==> config.mk <==
export PLATFORM = sky130hd
export DESIGN_NAME = serial_led_fade_controller_core
export DESIGN_NICKNAME = d
export VERILOG_FILES = /design/src/rtl/core/slfc_pkg.sv /design/src/rtl/core/slfc_front.sv /design/src/rtl/core/slfc_cmd_fifo.sv /design/src/rtl/core/slfc_back.sv /design/src/rtl/core/serial_led_fade_controller_core.sv
export SDC_FILE = /design/constraint.sdc
export NUM_CORES = 1
export LEC_CHECK = 0
export ABC_AREA = 1
export BUFFER_PORTS_ARGS = -buffer_cell sky130_fd_sc_hd__buf_2
export CAP_MARGIN = 30
export CORE_MARGIN = 1.5
export CORE_UTILIZATION = 40
export CTS_CLUSTER_SIZE = 40
export DETAILED_ROUTE_END_ITERATION = 6
export GPL_TIMING_DRIVEN = 0
export SYNTH_ARGS = -nofsm -noshare
export SYNTH_HDL_FRONTEND = slang
export SYNTH_SLANG_ARGS = --single-unit
==> constraint.sdc <==
create_clock -name clk -period 9.6 [get_ports clk]
set_input_delay 1.92 -clock clk [delete_from_list [all_inputs] [get_ports clk]]
set_output_delay 1.92 -clock clk [all_outputs]
set_load 0.005 [all_outputs]
==> src/rtl/core/slfc_pkg.sv <==
// Shared types and constants for the serial LED fade controller core.
// Used by the parser, the command queue, the fade engine and the top level.
package slfc_pkg;

  localparam int NUM_CH         = 3;
  localparam int FRAC_BITS      = 8;
  localparam int CMD_FIFO_DEPTH = 2;

  // Start byte decode
  localparam logic [7:0] KIND_MASK = 8'hE0;
  localparam logic [7:0] PKT_ADDR  = 8'h80;
  localparam logic [7:0] PKT_BCAST = 8'hE0;
  localparam logic [7:0] PKT_CLOCK = 8'hC0;

  localparam logic [7:0]  COLOR_MAX    = 8'hFF;
  // x / 255 == (x * 0x8081) >> 23 for every 16-bit x
  localparam logic [15:0] DIV255_RECIP = 16'h8081;
  localparam int          DIV255_SHIFT = 23;

  typedef logic [NUM_CH-1:0][7:0] color_t;  // [0] hue, [1] saturation, [2] value

  typedef enum logic [1:0] {
    KIND_IMMED   = 2'd0,
    KIND_BLACK   = 2'd1,
    KIND_CURRENT = 2'd2,
    KIND_OTHER   = 2'd3
  } cmd_kind_t;

  typedef enum logic [1:0] {
    OP_IMMED    = 2'd0,
    OP_TIMED    = 2'd1,
    OP_RETARGET = 2'd2,
    OP_TICK     = 2'd3
  } op_t;

  typedef struct packed {
    op_t         op;
    logic        from_black;
    color_t      target;
    logic [15:0] length;
    logic [4:0]  tick_ms;
  } cmd_t;

endpackage

==> src/rtl/core/slfc_front.sv <==
// Byte parser: turns received bytes into complete packet commands.
// Depends on slfc_pkg for command and kind types.
module slfc_front (
  input  logic          clk,
  input  logic          rst,
  input  logic          byte_valid,
  input  logic [7:0]    rx_byte,
  input  logic [4:0]    node_address,
  output logic          cmd_valid,
  output slfc_pkg::cmd_t cmd
);
  import slfc_pkg::*;

  typedef enum logic [6:0] {
    PH_WAIT    = 7'b0000001,
    PH_CMD     = 7'b0000010,
    PH_HUE     = 7'b0000100,
    PH_SAT     = 7'b0001000,
    PH_VAL     = 7'b0010000,
    PH_TIME_HI = 7'b0100000,
    PH_TIME_LO = 7'b1000000
  } phase_t;

  phase_t     phase, phase_next;
  cmd_kind_t  kind;
  logic [7:0] hue, sat, val, time_hi;
  logic [7:0] shifted;

  assign shifted = {rx_byte[6:0], 1'b0};

  always_comb begin
    phase_next = phase;
    cmd_valid  = 1'b0;
    cmd        = '0;
    cmd.target = {val, sat, hue};
    case (phase)
      PH_WAIT: begin
        if (rx_byte[7]) begin
          case (rx_byte & KIND_MASK)
            PKT_ADDR: begin
              if (rx_byte[4:0] == node_address) phase_next = PH_CMD;
            end
            PKT_BCAST: phase_next = PH_CMD;
            PKT_CLOCK: begin
              cmd_valid   = 1'b1;
              cmd.op      = OP_TICK;
              cmd.tick_ms = rx_byte[4:0];
            end
            default: ;
          endcase
        end
      end
      PH_CMD:     phase_next = PH_HUE;
      PH_HUE:     phase_next = PH_SAT;
      PH_SAT:     phase_next = PH_VAL;
      PH_VAL: begin
        cmd.target = {shifted, sat, hue};
        if (kind == KIND_BLACK || kind == KIND_CURRENT) begin
          phase_next = PH_TIME_HI;
        end else begin
          phase_next = PH_WAIT;
          cmd_valid  = 1'b1;
          cmd.op     = (kind == KIND_IMMED) ? OP_IMMED : OP_RETARGET;
        end
      end
      PH_TIME_HI: phase_next = PH_TIME_LO;
      PH_TIME_LO: begin
        phase_next     = PH_WAIT;
        cmd_valid      = 1'b1;
        cmd.op         = OP_TIMED;
        cmd.from_black = (kind == KIND_BLACK);
        cmd.length     = {1'b0, time_hi, 7'b0} | {8'b0, rx_byte};
      end
      default: phase_next = PH_WAIT;
    endcase
    if (!byte_valid) begin
      phase_next = phase;
      cmd_valid  = 1'b0;
    end
  end

  always_ff @(posedge clk) begin
    if (rst) begin
      phase <= PH_WAIT;
      kind  <= KIND_IMMED;
    end else begin
      phase <= phase_next;
      if (byte_valid && phase == PH_CMD) begin
        kind <= (rx_byte <= 8'(KIND_CURRENT)) ? cmd_kind_t'(rx_byte[1:0]) : KIND_OTHER;
      end
    end
  end

  // Color and time bytes: payload only
  always_ff @(posedge clk) begin
    if (byte_valid) begin
      if (phase == PH_HUE)     hue     <= shifted;
      if (phase == PH_SAT)     sat     <= shifted;
      if (phase == PH_VAL)     val     <= shifted;
      if (phase == PH_TIME_HI) time_hi <= rx_byte;
    end
  end

endmodule

==> src/rtl/core/slfc_cmd_fifo.sv <==
// Short command queue between the parser and the fade engine.
// Depends on slfc_pkg for the command type.
module slfc_cmd_fifo #(
  parameter int Depth = slfc_pkg::CMD_FIFO_DEPTH
) (
  input  logic           clk,
  input  logic           rst,
  input  logic           wr_en,
  input  slfc_pkg::cmd_t wr_data,
  input  logic           rd_en,
  output slfc_pkg::cmd_t rd_data,
  output logic           full,
  output logic           empty
);
  import slfc_pkg::*;

  localparam int PtrW = (Depth > 1) ? $clog2(Depth) : 1;
  localparam int CntW = $clog2(Depth + 1);

  cmd_t            entries [Depth];
  logic [PtrW-1:0] wr_ptr, rd_ptr;
  logic [CntW-1:0] count;

  assign full    = (count == CntW'(Depth));
  assign empty   = (count == '0);
  assign rd_data = entries[rd_ptr];

  always_ff @(posedge clk) begin
    if (rst) begin
      wr_ptr <= '0;
      rd_ptr <= '0;
      count  <= '0;
    end else begin
      if (wr_en) wr_ptr <= (wr_ptr == PtrW'(Depth - 1)) ? '0 : wr_ptr + 1'b1;
      if (rd_en) rd_ptr <= (rd_ptr == PtrW'(Depth - 1)) ? '0 : rd_ptr + 1'b1;
      case ({wr_en, rd_en})
        2'b10:   count <= count + 1'b1;
        2'b01:   count <= count - 1'b1;
        default: ;
      endcase
    end
  end

  always_ff @(posedge clk) begin
    if (wr_en) entries[wr_ptr] <= wr_data;
  end

endmodule

==> src/rtl/core/slfc_back.sv <==
// Fade engine: executes packet commands, keeps the color and time state,
// divides for the fade fraction and mixes one channel at a time. Uses slfc_pkg.
module slfc_back (
  input  logic           clk,
  input  logic           rst,
  input  logic           cmd_empty,
  input  slfc_pkg::cmd_t cmd,
  output logic           cmd_pop,
  input  logic           pop,
  output logic           empty,
  output logic [7:0]     hue,
  output logic [7:0]     saturation,
  output logic [7:0]     brightness,
  output logic           fade_active
);
  import slfc_pkg::*;

  typedef enum logic [4:0] {
    BK_IDLE  = 5'b00001,
    BK_DIV   = 5'b00010,
    BK_MIX   = 5'b00100,
    BK_SCALE = 5'b01000,
    BK_EMIT  = 5'b10000
  } bk_state_t;

  bk_state_t   state;
  color_t      target, start, current, out_color, black_start;
  logic [15:0] elapsed, length, elapsed_sum;
  logic [15:0] rem, mix;
  logic [16:0] rem_shift, mix_sum;
  logic [7:0]  frac, inv_frac;
  logic [2:0]  step;
  logic [1:0]  ch;
  logic [31:0] scale_prod;
  logic        out_valid, out_fade, out_free, qbit, out_load;

  assign empty       = !out_valid;
  assign hue         = out_color[0];
  assign saturation  = out_color[1];
  assign brightness  = out_color[2];
  assign fade_active = out_fade;

  assign out_free = !out_valid || pop;
  assign cmd_pop  = (state == BK_IDLE) && !cmd_empty && out_free;

  assign elapsed_sum = elapsed + {11'b0, cmd.tick_ms};

  // Restoring divide step: remainder stays below the fade length
  assign rem_shift = {rem, 1'b0};
  assign qbit      = (rem_shift >= {1'b0, length});

  assign inv_frac   = COLOR_MAX - frac;
  assign mix_sum    = {1'b0, {8'b0, start[ch]} * {8'b0, inv_frac}} +
                      {1'b0, {8'b0, target[ch]} * {8'b0, frac}};
  assign scale_prod = {16'b0, mix} * {16'b0, DIV255_RECIP};

  always_comb begin
    black_start    = cmd.target;
    black_start[2] = (cmd.length == '0) ? cmd.target[2] : 8'h00;
  end

  // Load the output register on every command or tick that emits a color
  always_comb begin
    out_load = 1'b0;
    if (state == BK_EMIT) begin
      out_load = 1'b1;
    end else if (cmd_pop) begin
      case (cmd.op)
        OP_TICK:  out_load = (length != '0) && (elapsed_sum >= length);
        OP_IMMED: out_load = 1'b1;
        OP_TIMED: out_load = 1'b1;
        default:  out_load = 1'b0;
      endcase
    end
  end

  always_ff @(posedge clk) begin
    if (rst) begin
      state     <= BK_IDLE;
      out_valid <= 1'b0;
      target    <= '0;
      start     <= '0;
      current   <= '0;
      elapsed   <= '0;
      length    <= '0;
    end else begin
      out_valid <= out_load || (out_valid && !pop);
      case (state)
        BK_IDLE: begin
          if (cmd_pop) begin
            case (cmd.op)
              OP_TICK: begin
                elapsed <= elapsed_sum;
                if (length != '0) begin
                  if (elapsed_sum < length) begin
                    rem   <= elapsed_sum;
                    frac  <= '0;
                    step  <= '0;
                    state <= BK_DIV;
                  end else begin
                    length    <= '0;
                    current   <= target;
                    out_color <= target;
                    out_fade  <= 1'b0;
                  end
                end
              end
              OP_IMMED: begin
                elapsed   <= '0;
                target    <= cmd.target;
                length    <= '0;
                start     <= cmd.target;
                current   <= cmd.target;
                out_color <= cmd.target;
                out_fade  <= 1'b0;
              end
              OP_TIMED: begin
                elapsed   <= '0;
                target    <= cmd.target;
                length    <= cmd.length;
                if (cmd.from_black) begin
                  start     <= black_start;
                  current   <= black_start;
                  out_color <= black_start;
                  out_fade  <= (cmd.length != '0);
                end else if (cmd.length == '0) begin
                  start     <= cmd.target;
                  current   <= cmd.target;
                  out_color <= cmd.target;
                  out_fade  <= 1'b0;
                end else begin
                  start     <= current;
                  out_color <= current;
                  out_fade  <= 1'b1;
                end
              end
              OP_RETARGET: begin
                elapsed <= '0;
                target  <= cmd.target;
              end
              default: ;
            endcase
          end
        end
        BK_DIV: begin
          rem  <= qbit ? 16'(rem_shift - {1'b0, length}) : rem_shift[15:0];
          frac <= {frac[6:0], qbit};
          step <= step + 1'b1;
          if (step == 3'(FRAC_BITS - 1)) begin
            ch    <= '0;
            state <= BK_MIX;
          end
        end
        BK_MIX: begin
          mix   <= mix_sum[15:0];
          state <= BK_SCALE;
        end
        BK_SCALE: begin
          current[ch] <= scale_prod[DIV255_SHIFT+7:DIV255_SHIFT];
          if (ch == 2'(NUM_CH - 1)) begin
            state <= BK_EMIT;
          end else begin
            ch    <= ch + 1'b1;
            state <= BK_MIX;
          end
        end
        BK_EMIT: begin
          out_color <= current;
          out_fade  <= 1'b1;
          state     <= BK_IDLE;
        end
        default: state <= BK_IDLE;
      endcase
    end
  end

endmodule

==> src/rtl/core/serial_led_fade_controller_core.sv <==
// Serial LED fade controller core: parses received bytes into light packets
// and produces the HSV color to show. Parser takes one item per cycle unless
// the queue is full; a command queue decouples it from the fade engine. An
// interpolating tick runs an 8-step fraction divide, then a mix and a scale
// step per channel and an emit; others finish in idle. Synchronous active
// high reset clears the parser, queue, color/time state and node address.
module serial_led_fade_controller_core #(
  parameter int CmdDepth = slfc_pkg::CMD_FIFO_DEPTH
) (
  input  logic       clk,
  input  logic       rst,
  // Byte input
  input  logic       push,
  output logic       full,
  input  logic [7:0] rx_byte,
  // Color results
  output logic       empty,
  input  logic       pop,
  output logic [7:0] hue,
  output logic [7:0] saturation,
  output logic [7:0] brightness,
  output logic       fade_active,
  // Node address register
  input  logic       cfg_valid,
  output logic       cfg_ready,
  input  logic [4:0] cfg_data
);
  import slfc_pkg::*;

  logic [4:0] node_address;
  logic       byte_valid;
  logic       front_valid;
  cmd_t       front_cmd;
  cmd_t       queue_cmd;
  logic       queue_full, queue_empty, queue_pop;

  // Address register takes a write in any cycle; the parser reads it only
  // when a start byte arrives
  assign cfg_ready = 1'b1;

  always_ff @(posedge clk) begin
    if (rst) begin
      node_address <= '0;
    end else if (cfg_valid && cfg_ready) begin
      node_address <= cfg_data;
    end
  end

  // Hold off the byte stream whenever the queue cannot take one more command,
  // so every byte that might finish a packet always has a slot
  assign full       = queue_full;
  assign byte_valid = push && !full;

  slfc_front u_front (
    .clk          (clk),
    .rst          (rst),
    .byte_valid   (byte_valid),
    .rx_byte      (rx_byte),
    .node_address (node_address),
    .cmd_valid    (front_valid),
    .cmd          (front_cmd)
  );

  slfc_cmd_fifo #(
    .Depth (CmdDepth)
  ) u_cmd_fifo (
    .clk     (clk),
    .rst     (rst),
    .wr_en   (front_valid),
    .wr_data (front_cmd),
    .rd_en   (queue_pop),
    .rd_data (queue_cmd),
    .full    (queue_full),
    .empty   (queue_empty)
  );

  // Engine drains the queue and owns the output register
  slfc_back u_back (
    .clk         (clk),
    .rst         (rst),
    .cmd_empty   (queue_empty),
    .cmd         (queue_cmd),
    .cmd_pop     (queue_pop),
    .pop         (pop),
    .empty       (empty),
    .hue         (hue),
    .saturation  (saturation),
    .brightness  (brightness),
    .fade_active (fade_active)
  );

endmodule
-- Word level (Yosys, flattened, before mapping)
Memory sizes are Yosys's and may differ from the RTL's. A register that Yosys moved wholly into a read port is not among the register bits.
Cells that the tools add are included.
Widths: inputs -> output; s select.
- add/subtract/negate cells: 10
- $mul: 3
- $lt $le $gt $ge: 6
- equality and inequality tests: 40
- mux-type cells: 86
- bitwise gates (word level): 2
- reduce and logical (&&, ||, !) cells: 44
- operators by type and width (kind ; number):
    $mux 24 ; 6
    $pmux 24 s2 ; 3
    $mux 16 ; 8
    $pmux 24 s3 ; 1
    $mux 8 ; 8
    $pmux 16 s2 ; 2
    $pmux 16 s3 ; 1
    $mux 5 ; 9
    $pmux 7 s6 ; 1
    $bmux 8 s2 ; 2
    $mul 8x8->16 ; 2
    $reduce_bool 16->1 ; 2
    $mul 16x16->31 const B ; 1
    $bwmux 24 ; 1
    $pmux 5 s4 ; 1
    $mux 1 ; 18
    $ge 17x16->1 ; 1
    $add 16x16->16 ; 1
    $add 16x5->16 ; 1
    $demux 8 s2 ; 1
    $ge 16x16->1 ; 1
    $logic_not 16->1 ; 1
    $lt 16x16->1 ; 1
    $pmux 8 s2 ; 1
    other kinds (55) ; 117
- bits in registers: 227
- memory bits (writable): 96
- input bits: 18
- output and inout port bits: 28
- logic and storage cells: 224
- memories: 1
- memories (name ; depth ; width ; read ports ; clocked after Yosys merged registers in ; write ports ; RTL line ; text):
    u_cmd_fifo.entries ; 2 ; 48 ; 1 ; 1 ; 1 ; slfc_cmd_fifo.sv:20 ; cmd_t entries [Depth];

-- Depth between registers and ports, before layout
- depth after elaboration: 7
- mapped depth: 30

-- Cells and area by module
From an unflattened synthesis, not the netlist that was laid out.
- cell total of the unflattened synthesis: 2593
- area total of the unflattened synthesis: 21976.1 µm²
- by module, submodules not included (module ; times used ; cells an instance ; area an instance (µm²) ; seq. area each (µm²)):
    slfc_back ; 1 ; 2167 ; 16181.8 ; 4304.1
    slfc_cmd_fifo ; 1 ; 182 ; 3767.4 ; 2982.9
    slfc_front ; 1 ; 208 ; 1799.2 ; 1051.0
    serial_led_fade_controller_core ; 1 ; 36 ; 227.7 ; 100.1

-- Least setup slack after synthesis
Ideal clock, no wire load.
- kind: register -> register
- start point: reg with a tool-made name
- end point: reg u_back.frac[0] (enable)
- setup time: 0.479 ns
- arrival: 6.225 ns
- setup slack: 2.896 ns
- cell stages (with the launch flop): 27
- path buffers: 3
- period minus slack after synthesis: 6.704 ns
- cell sequence: dfxtp_1 > buf_4 > buf_2 > clkbuf_1 > nand2_1 > nand2_1 > ha_1 > inv_1 > fa_1 > o31ai_1 > nand2_1 > nand2_1 > nand2_1 > nor2_1 > nand2_1 > nor2_1 > xor2_1 > inv_1 > ha_1 > a21o_1 > a21oi_1 > o211ai_1 > inv_2 > nand3_1 > nand2_1 > inv_1 > nor4_1
- RTL lines (element ; RTL line ; text):
    end signal: assignment ; slfc_back.sv:147 ; frac <= {frac[6:0], qbit};
    end: declaration ; slfc_back.sv:31 ; logic [7:0] frac, inv_frac;

-- Worst setup path in the final report
- start point: reg u_back.ch[1]
- end point: reg u_back.mix[14] (data pin)
- cells in the longest elaborated chain, start to end: 4
- ends and longest elaborated chain (element ; RTL line ; text):
    start: declaration ; slfc_back.sv:33 ; logic [1:0] ch;
    start signal: assignment ; slfc_back.sv:163 ; ch <= ch + 1'b1;
    $bmux 8 s2, on equally long branches ; slfc_back.sv:53, slfc_back.sv:54 ;
    $mux 8, on equally long branches ; slfc_back.sv:53, slfc_back.sv:54 ;
    $mul 8x8->16, on equally long branches ; slfc_back.sv:53, slfc_back.sv:54 ;
    $add 16x16->16 (*) ; slfc_back.sv:53 ; assign mix_sum = {1'b0, {8'b0, start[ch]} * {8'b0, inv_frac}} +
    net u_back.mix_sum[14] ; slfc_back.sv:30 ; logic [16:0] rem_shift, mix_sum;
    end signal: assignment ; slfc_back.sv:155 ; mix <= mix_sum[15:0];
    end: declaration ; slfc_back.sv:29 ; logic [15:0] rem, mix;
Mark *: on every way through the listed nets, which the timed path passes. The rest lies on a longest branch. The select of a mux whose other input is x is not followed.
A chain may end at the register's enable or synchronous reset.

==> metrics.md <==
| Metric | Value |
|---|---|
| Most frequent cell after synthesis | nand2_1 |
| DIE AREA | 53100 um2 |
| Largest cells by area after synthesis | edfxtp_1, dfxtp_1, ha_1, fa_1, nand2_1 |
| Yosys cell types | 50 |
| Fmax | 130 MHz |
| ANT cells | 0 |
| GP Congestion | 0.929 |
| Post-DP HPWL | 45600 um |
| Worst setup margin | 1.92 ns |
| Post-synthesis compound-gate area fraction | 11.6% |
| Layout cell share with drive strength beyond 1 | 7.33% |
| # setup viols final | 0 |
| DR iter-0 viols | 1228 |
| FF-to-FF path depth | 28 |
| Gate Count Post-Synth | 2445 |
| CP Capture Type | flip-flop |
| Power, Total | 6990 uW |
| Outcome | complete, no violations |
| Tmin final | 7.68 ns |
| WP data arrival | 8.03 ns |
| Final Cycle Share | 80.0% |
| Root Driver | clkbuf_16 |
| RSZ-0062 raised after global routing | false |
| Vias per inst | 5.18 |
| Most used DFF post-synth | edfxtp_1 |
| Largest family of logic cells by synthesized area | adder cells |
| Worst slew margin | 28.8% |
| CTS max path bufs | 3 |
| Hold_buf cts | 0 |
| Worst Min Path Start | u_front.sat[3] |
| Worst-Margin Slew | 1.06 ns |
| Final nets | 2816 |
| Reg clk slew, reported paths | 0.06 ns |
| Post-route cell area | 23300 um2 |
| PD cells | 300 nW/um2 |
| Total negative setup slack | 0 ns |
| Drt drc | 0 |
| All-Layer GR Usage | 22.0% |
| FF-to-FF Start | u_back.ch[1] |
| CTS tree | yes |
| FP Rows | 83 |
| Mean routed wirelength per cell | 17.9 um |
| Die width | 231 um |
| Routed WL | 58100 um |
| Clock Skew | 0.0437 ns |
| Vias in the first global route | 16600 |
| XOR/XNOR Fraction of Synth Area | 1.73% |
| I/O Buffers | 44 |
| Yosys warns | 0 |
| Postcts setup bufs | 0 |
| Worst Hold Class | reg2reg |
| CP max stage cell | o21ai_0 |
| Fin. Hold Viols | 0 |
| Final core utilization | 45.5% |
| Die H | 231 um |
| Post-synthesis simple-gate area fraction | 18.8% |
| WS Path Type | reg2reg |
| Slack of the worst reg-to-reg path | 1.92 ns |
| GRT overflow | 0 |
| First-pass GRT wire length | 91300 um |
| TritonCTS Sinks | 312 |
| Worst skew pair latency | 0.59 ns |
| Area Overhead vs Synth | 12.5% |
| Yosys reg bits | 312 |
| Slowest Stage Delay on Critical Path | 0.88 ns |
| ANT nets after route | 0 |
| Yosys top cell by area | edfxtp_1 |
| Initial core utilization | 40.4% |
| CTS Buf Count | 37 |
| Largest net degree at the start of global routing | 29 |
| Htree depth | 2 |
| Post-synth top cells | nand2_1, inv_1, nor2_1, o21ai_0, edfxtp_1 |
| Seq/Total Area, Yosys | 39.2% |
| Worst-path maximum fanout | 10 |
| Core ar. | 51200 um2 |
| Top-area cell type share of the netlist area | 27.1% |
| Mapped cell area | 20700 um2 |
| Post-synthesis adder-cell area fraction | 19.2% |
| 1st-pass router iterations | 7 |
| Critical path required time | 9.95 ns |
| Max Cap Violations | 0 |
| Hold Path Cell Cnt | 0 |
| Setup slack after placement | 2.08 ns |
| Worst Setup Start Kind | flip-flop |
| Cell mode on critical path | inv_1 |
| Min-Delay Endpoint | u_cmd_fifo.entries[0][32] |
| Dpl cell area | 21900 um2 |
| CTS resizes | 0 |
| Vias post-DR | 16800 |
| Post-synthesis mux area share | 0.532% |
| RR Endpoint | u_back.mix[14] |
| Pleak | 0.0105 uW |
| Avg Cell Area, Syn | 8.47 um2 |
| Async set-reset flop share out of synthesis | 0% |
| EDFF count, synth | 187 |
| Maximum vdd ir drop | 0.171 mV |
| Syn nets | 2726 |
| I/O Pins | 46 |
| Initial antenna violation count | 0 |
| Pins over their slew limit | 0 |
-- metrics by stage --
stage | hold slack (ns) | std cells
final | 0.443 | 3244
after global routing | 0.448 | 3244
after CTS | 0.443 | 3244
after detailed placement | 0.429 | 3176
after global placement | 0.423 | 3169
after floorplan | 0.421 | 2445
-- cells by family (layout without fill, tap and decap cells) --
| group | after synthesis | count (layout) |
|---|---|---|
| AOI/OAI and AO/OA | 428 | 428 |
| muxes | 11 | 11 |
| xor gates and xnor gates | 41 | 41 |
| other | 1 | 1 |
| buffers and inverters | 470 | 589 |
| adders and majority gates | 263 | 263 |
| DFF | 312 | 312 |
| and+or+nand+nor | 919 | 919 |
-- critical path: cells and delay by family (launching register included) --
kind            cells  cell delay [ns]
simple gates        6             0.73
flops               1             0.46
xor+xnor            1             0.21
compound gates      6             1.71
buf+inv             8             1.09
fa+ha+maj           7             3.25
-- layout by cell type (no fill, tap or decap), types with 6 or more instances in the layout --
cell	netlist	routed
a21o_1	9	9
a21oi_1	130	130
a22oi_1	23	23
a31oi_1	28	28
buf_2	13	57
buf_4	5	9
bufinv_16	0	10
clkbuf_1	57	64
clkbuf_16	0	38
dfxtp_1	125	125
edfxtp_1	187	187
fa_1	91	91
ha_1	172	172
inv_1	382	382
mux2i_1	11	11
nand2_1	461	461
nand3_1	94	94
nand3b_1	8	8
nand4_1	23	23
nor2_1	268	265
nor3_1	10	10
nor4_1	9	8
o211ai_1	9	9
o211ai_2	6	6
o21ai_0	193	193
o21ai_1	7	7
or2_1	6	6
or2_2	25	25
xnor2_1	20	20
xor2_1	21	21
-- per-layer routing --
metal | share of wire (%) | track usage [%]
met5 | 0 | 0
met3 | 5.2 | 2.89
met2 | 47 | 37.0
met1 | 45 | 29.3
met4 | 3.1 | 7.19
-- sequential cells by signal, indices dropped and copies added, names as in the netlist, 8 cells and up, named ones only --
register and flops:
u_back.brightness 8, u_back.elapsed 16, u_back.hue 8, u_back.mix 16, u_back.current 24, u_front.time_hi 8, u_back.frac 8, u_back.length 15
u_back.rem 16, u_back.target 21, u_back.saturation 8, u_cmd_fifo.entries 88, u_back.start 24
-- how the worst max path moves through the flow --
stage	from	cells after the start	endpoint
final	u_back.ch[1]	28	u_back.mix[14]
after global routing	u_back.ch[1]	28	u_back.mix[14]
after CTS	u_back.ch[1]	28	u_back.mix[14]
after detailed placement	u_back.ch[1]	28	u_back.mix[14]
after global placement	flip-flop	25	u_back.rem[10]
after floorplan	flip-flop	26	u_back.frac[0]
-- area by class of cell --
type                    count  area, um2
plain buffers              85        392
clock buffers              45        977
clock inverters            23        428
fillers                  4987      27900
inverters                 385       1450
multi-input cells        1663      10800
flip-flops and latches    312       8120
well taps                 680        851
repair buffers             51        318
-- report_power, final --
part | internal, uW | switching, uW | total, uW | leakage, uW
combinational | 1220 | 2300 | 3520 | 0.00708
clock | 1010 | 603 | 1610 | 0.000676
sequential | 1740 | 108 | 1850 | 0.00272
total | 3970 | 3010 | 6990 | 0.0105
Note: power is estimated with default switching activity, not from simulation.
